[src/design/lbre_pkg.sv]
// ----------------------------------------------------------------------------
// lbre_pkg
// Shared types and constants of the lossy block RLE encoder.
// ----------------------------------------------------------------------------
`default_nettype none

package lbre_pkg;

    // Longest run one result can carry
    localparam logic [7:0] RUN_MAX = 8'd255;

    // Configuration register indexes
    typedef enum logic [1:0] {
        REG_THRESH = 2'd0,
        REG_BLOCK  = 2'd1,
        REG_ROW    = 2'd2
    } reg_idx_t;

    // Per-entry control carried from the front part to the back part
    typedef struct packed {
        logic two;   // entry holds two results
        logic end0;  // first result closes a block
        logic end1;  // second result closes a block
    } res_flags_t;

    localparam int FLAG_W = $bits(res_flags_t);

endpackage

`default_nettype wire

[src/design/lossy_block_rle_encoder_unit.sv]
// ----------------------------------------------------------------------------
// lossy_block_rle_encoder_unit
// Lossy run-length encoder over blocks of image component samples.
// ----------------------------------------------------------------------------
// Takes one sample per clock whenever the result queue has room and emits
// (run_value, run_count) results with tlast marking a block's closing run.
// A sample costs one compare and a counter update in the front stage; its
// results land in a four-entry queue feeding the master side, which sends
// one result per cycle while m_tready is high. A sample that both breaks a
// run and ends a block gives two results and holds the output for both;
// a long stretch of them stalls the input, otherwise one sample per cycle.
// Configuration writes go through APB; the user must keep the stream idle
// for them, the block does not enforce it; no clearing pass after reset.
// ----------------------------------------------------------------------------
`default_nettype none

module lossy_block_rle_encoder_unit #(
    parameter int SAMPLE_BITS = 8,
    parameter int COORD_BITS  = 16
) (
    input  wire logic                                  aclk,
    input  wire logic                                  aresetn,
    // APB configuration
    input  wire logic                                  psel,
    input  wire logic                                  penable,
    input  wire logic                                  pwrite,
    input  wire logic [3:0]                            paddr,
    input  wire logic [31:0]                           pwdata,
    output logic [31:0]                                prdata,
    output logic                                       pready,
    // sample stream; tdata: sample
    input  wire logic                                  s_tvalid,
    output logic                                       s_tready,
    input  wire logic [((SAMPLE_BITS+7)/8)*8-1:0]      s_tdata,
    // run stream; tdata: run_value, run_count; tlast: block_end
    output logic                                       m_tvalid,
    input  wire logic                                  m_tready,
    output logic [((SAMPLE_BITS+8+7)/8)*8-1:0]         m_tdata,
    output logic                                       m_tlast
);

    localparam int MW      = ((SAMPLE_BITS + 8 + 7) / 8) * 8;
    localparam int ENTRY_W = 2 * (SAMPLE_BITS + 8) + lbre_pkg::FLAG_W;

    logic [7:0]            thresh_reg;
    logic [COORD_BITS-1:0] block_reg, row_reg;
    logic                  wr_en;
    lbre_pkg::reg_idx_t    idx;

    logic                  push, pop, full, head_valid;
    logic [ENTRY_W-1:0]    push_entry, head_entry;

    assign pready = 1'b1;
    assign wr_en  = psel && penable && pwrite && pready;
    assign idx    = lbre_pkg::reg_idx_t'(paddr[3:2]);

    always_ff @(posedge aclk) begin
        if (!aresetn) begin
            thresh_reg <= 8'd0;
            block_reg  <= COORD_BITS'(16);
            row_reg    <= COORD_BITS'(1);
        end else if (wr_en) begin
            case (idx)
                lbre_pkg::REG_THRESH: thresh_reg <= pwdata[7:0];
                lbre_pkg::REG_BLOCK:  block_reg  <= pwdata[COORD_BITS-1:0];
                lbre_pkg::REG_ROW:    row_reg    <= pwdata[COORD_BITS-1:0];
                default: ;
            endcase
        end
    end

    always_comb begin
        case (idx)
            lbre_pkg::REG_THRESH: prdata = 32'(thresh_reg);
            lbre_pkg::REG_BLOCK:  prdata = 32'(block_reg);
            lbre_pkg::REG_ROW:    prdata = 32'(row_reg);
            default:              prdata = 32'd0;
        endcase
    end

    lbre_front #(
        .SAMPLE_BITS (SAMPLE_BITS),
        .COORD_BITS  (COORD_BITS),
        .ENTRY_W     (ENTRY_W)
    ) u_front (
        .aclk       (aclk),
        .aresetn    (aresetn),
        .cfg_thresh (thresh_reg),
        .cfg_block  (block_reg),
        .cfg_row    (row_reg),
        .in_valid   (s_tvalid),
        .in_sample  (s_tdata[SAMPLE_BITS-1:0]),
        .in_ready   (s_tready),
        .push       (push),
        .push_entry (push_entry),
        .queue_full (full)
    );

    lbre_fifo #(
        .WIDTH (ENTRY_W)
    ) u_fifo (
        .aclk       (aclk),
        .aresetn    (aresetn),
        .push       (push),
        .push_entry (push_entry),
        .full       (full),
        .pop        (pop),
        .head_valid (head_valid),
        .head_entry (head_entry)
    );

    lbre_back #(
        .SAMPLE_BITS (SAMPLE_BITS),
        .ENTRY_W     (ENTRY_W),
        .MW          (MW)
    ) u_back (
        .aclk       (aclk),
        .aresetn    (aresetn),
        .head_valid (head_valid),
        .head_entry (head_entry),
        .pop        (pop),
        .m_tvalid   (m_tvalid),
        .m_tready   (m_tready),
        .m_tdata    (m_tdata),
        .m_tlast    (m_tlast)
    );

endmodule

`default_nettype wire

[src/design/lbre_front.sv]
// ----------------------------------------------------------------------------
// lbre_front
// Accepts samples, tracks run and block/row positions, builds result entries.
// ----------------------------------------------------------------------------
`default_nettype none

module lbre_front #(
    parameter int SAMPLE_BITS = 8,
    parameter int COORD_BITS  = 16,
    parameter int ENTRY_W     = 2 * (SAMPLE_BITS + 8) + lbre_pkg::FLAG_W
) (
    input  wire logic                   aclk,
    input  wire logic                   aresetn,
    input  wire logic [7:0]             cfg_thresh,
    input  wire logic [COORD_BITS-1:0]  cfg_block,
    input  wire logic [COORD_BITS-1:0]  cfg_row,
    input  wire logic                   in_valid,
    input  wire logic [SAMPLE_BITS-1:0] in_sample,
    output logic                        in_ready,
    output logic                        push,
    output logic [ENTRY_W-1:0]          push_entry,
    input  wire logic                   queue_full
);

    logic [SAMPLE_BITS-1:0] start_reg, start_next;
    logic [7:0]             len_reg, len_next;
    logic [COORD_BITS-1:0]  blk_pos_reg, blk_pos_next;
    logic [COORD_BITS-1:0]  row_pos_reg, row_pos_next;

    logic                   accept;
    logic [SAMPLE_BITS-1:0] diff;
    logic                   brk;
    logic                   open_new;
    logic [SAMPLE_BITS-1:0] start_a;
    logic [7:0]             len_a;
    logic [COORD_BITS:0]    next_blk, next_row, blk_lim, row_lim;
    logic                   row_end, blk_end, emit_end;
    lbre_pkg::res_flags_t   flags;
    logic [SAMPLE_BITS-1:0] val0, val1;
    logic [7:0]             cnt0, cnt1;

    assign in_ready = !queue_full;
    assign accept   = in_valid && in_ready;

    always_comb begin
        diff = (in_sample >= start_reg) ? (in_sample - start_reg) : (start_reg - in_sample);
        brk      = (len_reg != 8'd0) && (diff > SAMPLE_BITS'(cfg_thresh));
        open_new = brk || (len_reg == 8'd0);
        start_a  = open_new ? in_sample : start_reg;
        len_a    = open_new ? 8'd1 : (len_reg + 8'd1);

        // a zero limit means the full coordinate range
        blk_lim  = {cfg_block == '0, cfg_block};
        row_lim  = {cfg_row == '0, cfg_row};
        next_blk = {1'b0, blk_pos_reg} + 1'b1;
        next_row = {1'b0, row_pos_reg} + 1'b1;
        row_end  = next_row >= row_lim;
        blk_end  = row_end || (next_blk >= blk_lim);
        emit_end = blk_end || (len_a == lbre_pkg::RUN_MAX);

        if (brk) begin
            val0       = start_reg;
            cnt0       = len_reg;
            flags.end0 = 1'b0;
            val1       = start_a;
            cnt1       = len_a;
            flags.end1 = blk_end;
            flags.two  = emit_end;
        end else begin
            val0       = start_a;
            cnt0       = len_a;
            flags.end0 = blk_end;
            val1       = start_a;
            cnt1       = len_a;
            flags.end1 = blk_end;
            flags.two  = 1'b0;
        end

        push       = accept && (brk || emit_end);
        push_entry = {flags, val1, cnt1, val0, cnt0};

        start_next   = start_reg;
        len_next     = len_reg;
        blk_pos_next = blk_pos_reg;
        row_pos_next = row_pos_reg;
        if (accept) begin
            start_next   = start_a;
            len_next     = emit_end ? 8'd0 : len_a;
            blk_pos_next = blk_end ? '0 : next_blk[COORD_BITS-1:0];
            row_pos_next = row_end ? '0 : next_row[COORD_BITS-1:0];
        end
    end

    always_ff @(posedge aclk) begin
        if (!aresetn) begin
            start_reg   <= '0;
            len_reg     <= '0;
            blk_pos_reg <= '0;
            row_pos_reg <= '0;
        end else begin
            start_reg   <= start_next;
            len_reg     <= len_next;
            blk_pos_reg <= blk_pos_next;
            row_pos_reg <= row_pos_next;
        end
    end

endmodule

`default_nettype wire

[src/design/lbre_fifo.sv]
// ----------------------------------------------------------------------------
// lbre_fifo
// Short queue of result entries between the front and back parts.
// ----------------------------------------------------------------------------
`default_nettype none

module lbre_fifo #(
    parameter int WIDTH = 35
) (
    input  wire logic             aclk,
    input  wire logic             aresetn,
    input  wire logic             push,
    input  wire logic [WIDTH-1:0] push_entry,
    output logic                  full,
    input  wire logic             pop,
    output logic                  head_valid,
    output logic [WIDTH-1:0]      head_entry
);

    localparam int DEPTH = 4;
    localparam int PW    = $clog2(DEPTH);

    logic [WIDTH-1:0] mem [DEPTH];
    logic [PW-1:0]    wr_ptr_reg, wr_ptr_next;
    logic [PW-1:0]    rd_ptr_reg, rd_ptr_next;
    logic [PW:0]      count_reg, count_next;

    assign full       = count_reg == (PW+1)'(DEPTH);
    assign head_valid = count_reg != '0;
    assign head_entry = mem[rd_ptr_reg];

    always_comb begin
        wr_ptr_next = push ? wr_ptr_reg + 1'b1 : wr_ptr_reg;
        rd_ptr_next = pop ? rd_ptr_reg + 1'b1 : rd_ptr_reg;
        count_next  = count_reg + (PW+1)'(push) - (PW+1)'(pop);
    end

    always_ff @(posedge aclk) begin
        if (push) begin
            mem[wr_ptr_reg] <= push_entry;
        end
    end

    always_ff @(posedge aclk) begin
        if (!aresetn) begin
            wr_ptr_reg <= '0;
            rd_ptr_reg <= '0;
            count_reg  <= '0;
        end else begin
            wr_ptr_reg <= wr_ptr_next;
            rd_ptr_reg <= rd_ptr_next;
            count_reg  <= count_next;
        end
    end

endmodule

`default_nettype wire

[src/design/lbre_back.sv]
// ----------------------------------------------------------------------------
// lbre_back
// Drains queue entries onto the result stream, one or two results per entry.
// ----------------------------------------------------------------------------
`default_nettype none

module lbre_back #(
    parameter int SAMPLE_BITS = 8,
    parameter int ENTRY_W     = 2 * (SAMPLE_BITS + 8) + lbre_pkg::FLAG_W,
    parameter int MW          = 16
) (
    input  wire logic               aclk,
    input  wire logic               aresetn,
    input  wire logic               head_valid,
    input  wire logic [ENTRY_W-1:0] head_entry,
    output logic                    pop,
    output logic                    m_tvalid,
    input  wire logic               m_tready,
    output logic [MW-1:0]           m_tdata,
    output logic                    m_tlast
);

    localparam int RW = SAMPLE_BITS + 8;

    logic                 phase_reg, phase_next;
    lbre_pkg::res_flags_t flags;
    logic [RW-1:0]        res0, res1;
    logic                 take;

    assign flags = lbre_pkg::res_flags_t'(head_entry[ENTRY_W-1 -: lbre_pkg::FLAG_W]);
    assign res1  = head_entry[2*RW-1 -: RW];
    assign res0  = head_entry[RW-1:0];

    always_comb begin
        m_tvalid = head_valid;
        // res layout is {value, count}; tdata wants count above value
        if (phase_reg) begin
            m_tdata = MW'({res1[7:0], res1[RW-1:8]});
            m_tlast = flags.end1;
        end else begin
            m_tdata = MW'({res0[7:0], res0[RW-1:8]});
            m_tlast = flags.end0;
        end
        take       = head_valid && m_tready;
        pop        = take && (phase_reg || !flags.two);
        phase_next = phase_reg;
        if (take) begin
            phase_next = phase_reg ? 1'b0 : flags.two;
        end
    end

    always_ff @(posedge aclk) begin
        if (!aresetn) begin
            phase_reg <= 1'b0;
        end else begin
            phase_reg <= phase_next;
        end
    end

endmodule

`default_nettype wire

[config.mk]
export PLATFORM = sky130hd
export DESIGN_NAME = lossy_block_rle_encoder_unit
export DESIGN_NICKNAME = d
export VERILOG_FILES = /design/src/design/lbre_pkg.sv /design/src/design/lossy_block_rle_encoder_unit.sv /design/src/design/lbre_front.sv /design/src/design/lbre_fifo.sv /design/src/design/lbre_back.sv
export SDC_FILE = /design/constraint.sdc
export NUM_CORES = 1
export LEC_CHECK = 0
export ABC_AREA = 1
export BUFFER_PORTS_ARGS = -buffer_cell sky130_fd_sc_hd__buf_2
export CORE_ASPECT_RATIO = 0.75
export CORE_MARGIN = 1
export CORE_UTILIZATION = 60
export CTS_CLUSTER_DIAMETER = 120
export DETAILED_ROUTE_END_ITERATION = 12
export PLACE_DENSITY = 0.8
export SYNTH_ARGS = -nofsm -noshare
export SYNTH_HDL_FRONTEND = slang
export SYNTH_HIERARCHICAL = 1
export SYNTH_SLANG_ARGS = --single-unit
[constraint.sdc]
create_clock -name aclk -period 7.8 [get_ports aclk]
set_input_delay 1.56 -clock aclk [delete_from_list [all_inputs] [get_ports aclk]]
set_output_delay 1.56 -clock aclk [all_outputs]
set_load 0.01 [all_outputs]
==> run metrics <==
Clk pwr share 29.6%; Placer Congestion 0.8710; CTS Buf Count 24; vias per cell 5.275; Worst Max-Slew Pin Slew 1.188 ns; Top-Level Pins 103; most frequent cells in the layout nand2_1 (429), inv_1 (253), edfxtp_1 (140); ys flop type edfxtp_1; Die X 175 um; # Post-CTS Setup Buffers 0; Logic pwr share 27.0%; layout cell share with drive strength beyond 1 11.65%; final hold vios 0; hold path start u_front/row_pos_reg[15]; worst rel slew slack 20.69%; crit path launch type input port; n_diodes 0; final period utilization 74.03%; Avg WL per Cell 14.17 um; TNS Setup 0 ns; worst hold margin 0.4660 ns; Util after Layout 65.74%; nets@finish 1803; Top reg by flops u_fifo/mem; Cells after Synth 1645; Seq/Total Area, Yosys 45.78%; Post-Syn Area 0.01347 sq mm; vias in the first global route 9572; DP Cell Count 1950; sequential share of power 43.4%; Worst R2R End u_fifo/mem[0][8]; status finished clean; worst endpoint data arrival time 5.98 ns; Hold-fix buffers, CTS 0; commonest non-fill, non-tap cell in the layout nand2_1; DP Wirelength 19290 um; NetSw 1.235 mW; max-cap viol count 0; CTS max path bufs 3; setup violators final 0; Final Non-Filler Cells 1994; Worst Setup Path Type input port to flip-flop; Max FO, Critical Path 18; antenna-violating nets left 0; ys async rst share 0%; Min-Delay Path Depth 2; worst skew pair latency 0.53 ns; first-pass GRT wire length 46290 um; power per cell area 251.1 mW/mm^2; IO Port Bufs 67; DRC Markers 0; Internal 2.406 mW; Slew Viols, Final 0; row count 47; Hold Path End u_front/row_pos_reg[15]; Initial Util 61.07%; post-CTS sizing 0; H-tree level count 1; r2r setup slk 2.88 ns; Crit. End Element flip-flop; core area 0.02205 sq mm; Worst Skew 0.02132 ns; number of synthesized flops with an enable pin 140; filler cell count 1764; die height 131.8 um; GR Overflow Total 0; largest net degree at the start of global routing 77; root buf cell clkbuf_16; yosys warns 6; GRT Util Overall 24.60%; vias 10520; Worst VDD drop 150.8 uV; Synth Register Bits 238; CTS tree done; DRT Pass-1 Iters 7; DR iter-0 viols 972; Yosys cell types 53; Reg-to-Reg Start u_front/start_reg[1]; DIE AREA 0.02306 sq mm; RSZ-0062 raised after global routing false; min cycle time layout 5.774 ns; Worst Reg-to-Reg Cells 23; Sink Count 238; FMAX 0.1732 GHz; Mean Syn Cell Area 8.187 sq um; CP required 8.00 ns; initial antenna violation count 0; Hold Crit Class flip-flop to flip-flop; Worst-path clk slew 0.06 ns; Lkg Pwr 6.441 nW; switching share of total power 33.91%; Layout area overhead 7.637%; number of flip-flops in the largest register 140; total routed wirelength 28260 um
==> power groups by stage <==
stage | registers, mW | clock network [mW] | logic [mW]
after global placement | 1.60 | 0 | 0.949
after CTS | 1.58 | 1.09 | 0.987
after global routing | 1.59 | 1.14 | 1.12
final | 1.58 | 1.08 | 0.984
after floorplan | 1.55 | 0 | 0.804
after detailed placement | 1.61 | 0 | 0.977
==> worst max path at each step <==
stage	from	to	slack, ns
6_report	s_tdata[0]	u_fifo/mem[0][8]	2.03
5_1_grt	s_tdata[0]	u_fifo/mem[0][9]	1.49
4_1_cts	s_tdata[0]	u_fifo/mem[0][9]	2.04
3_5_place_dp	s_tdata[0]	u_fifo/mem[0][27]	1.49
3_3_place_gp	s_tdata[0]	u_fifo/mem[0][27]	1.58
2_1_floorplan	s_tdata[0]	u_fifo/mem[0][0]	2.43
==> worst max-delay path, cell delays in order <==
cell	delay, ns
buf_2	0.13
inv_1	0.06
ha_1	0.16
inv_1	0.05
fa_1	0.41
inv_1	0.09
o21ai_0	0.13
nand2_1	0.10
nand3_2	0.19
inv_1	0.19
nand2_1	0.07
nand2_1	0.05
inv_1	0.04
ha_1	0.28
a21oi_1	0.15
nor2_1	0.05
nor2_1	0.08
nand2_1	0.18
a21oi_1	0.32
nand4_4	0.20
nand2_1	0.13
o21ai_1	0.06
inv_1	0.17
nand2_1	0.07
inv_1	0.61
buf_4	0.43
==> logic make-up after synthesis <==
logic type	after synthesis	share of synthesized area (%)
adders and majority gates	70	6.670
DFF	238	45.78
xor gates and xnor gates	38	2.527
and+or+nand+nor	706	22.74
AOI/OAI and AO/OA	242	10.56
buffers and inverters	348	11.58
other	2	0.05576
muxes	1	0.07432
==> metal layers <==
layer  global-route usage (%)  up-vias  wire (um)
li1                         -     5312          -
met1                    35.18     4852      13060
met2                    39.26      312      12860
met3                    3.922       42       1844
met4                    5.990        0        498
met5                        0        -          0
==> through the flow <==
step           cell area [sq um]  setup slack, ns  power (mW)
6_report                   14500            2.026       3.641
5_1_grt                    14500            1.495       3.853
4_1_cts                    14500            2.039       3.661
3_5_place_dp               13760            1.494       2.584
3_3_place_gp               13760            1.576       2.548
2_1_floorplan              13520            2.432       2.355
==> cell usage after synthesis, types with 2 or more instances <==
library cell / n / area, sq um
buf_2: 23 / 115.1
o21ai_1: 37 / 185.2
nor2_4: 6 / 67.56
buf_1: 4 / 15.01
a21oi_1: 101 / 505.5
nand2_1: 430 / 1614
xor2_1: 29 / 254.0
buf_6: 10 / 112.6
o22ai_1: 2 / 12.51
a21oi_2: 11 / 96.34
ha_1: 67 / 838.3
inv_2: 12 / 45.04
o21ai_2: 7 / 61.31
nor3_2: 2 / 20.02
buf_4: 30 / 225.2
a21boi_0: 2 / 15.01
nand4_1: 12 / 75.07
nand3_2: 6 / 60.06
o21ai_0: 40 / 200.2
fa_1: 3 / 60.06
nor3_1: 8 / 40.04
nand4_2: 2 / 25.02
conb_1: 2 / 7.510
nand2_2: 13 / 81.33
nor2_1: 124 / 465.5
clkbuf_1: 11 / 41.29
nor4_1: 8 / 50.05
o211ai_1: 30 / 225.2
a21o_1: 4 / 30.03
nor2_2: 10 / 62.56
nand3_1: 75 / 375.4
nand3b_1: 4 / 30.03
xnor2_1: 8 / 70.07
edfxtp_1: 140 / 4204
o211ai_2: 5 / 62.56
inv_1: 253 / 949.7
dfxtp_1: 98 / 1962
==> final cells by class <==
class                      instances  area [sq um]  area share [%]
sequential                       238          6171           42.57
multi-input combinational       1074          5803           40.03
inverter                         268          1016           7.008
clock buffer                      33         664.4           4.583
timing repair buffer              76         402.9           2.779
tap                              294         367.9           2.538
clock inverter                    11         71.32          0.4920
Power figures use the tool's default switching activity.
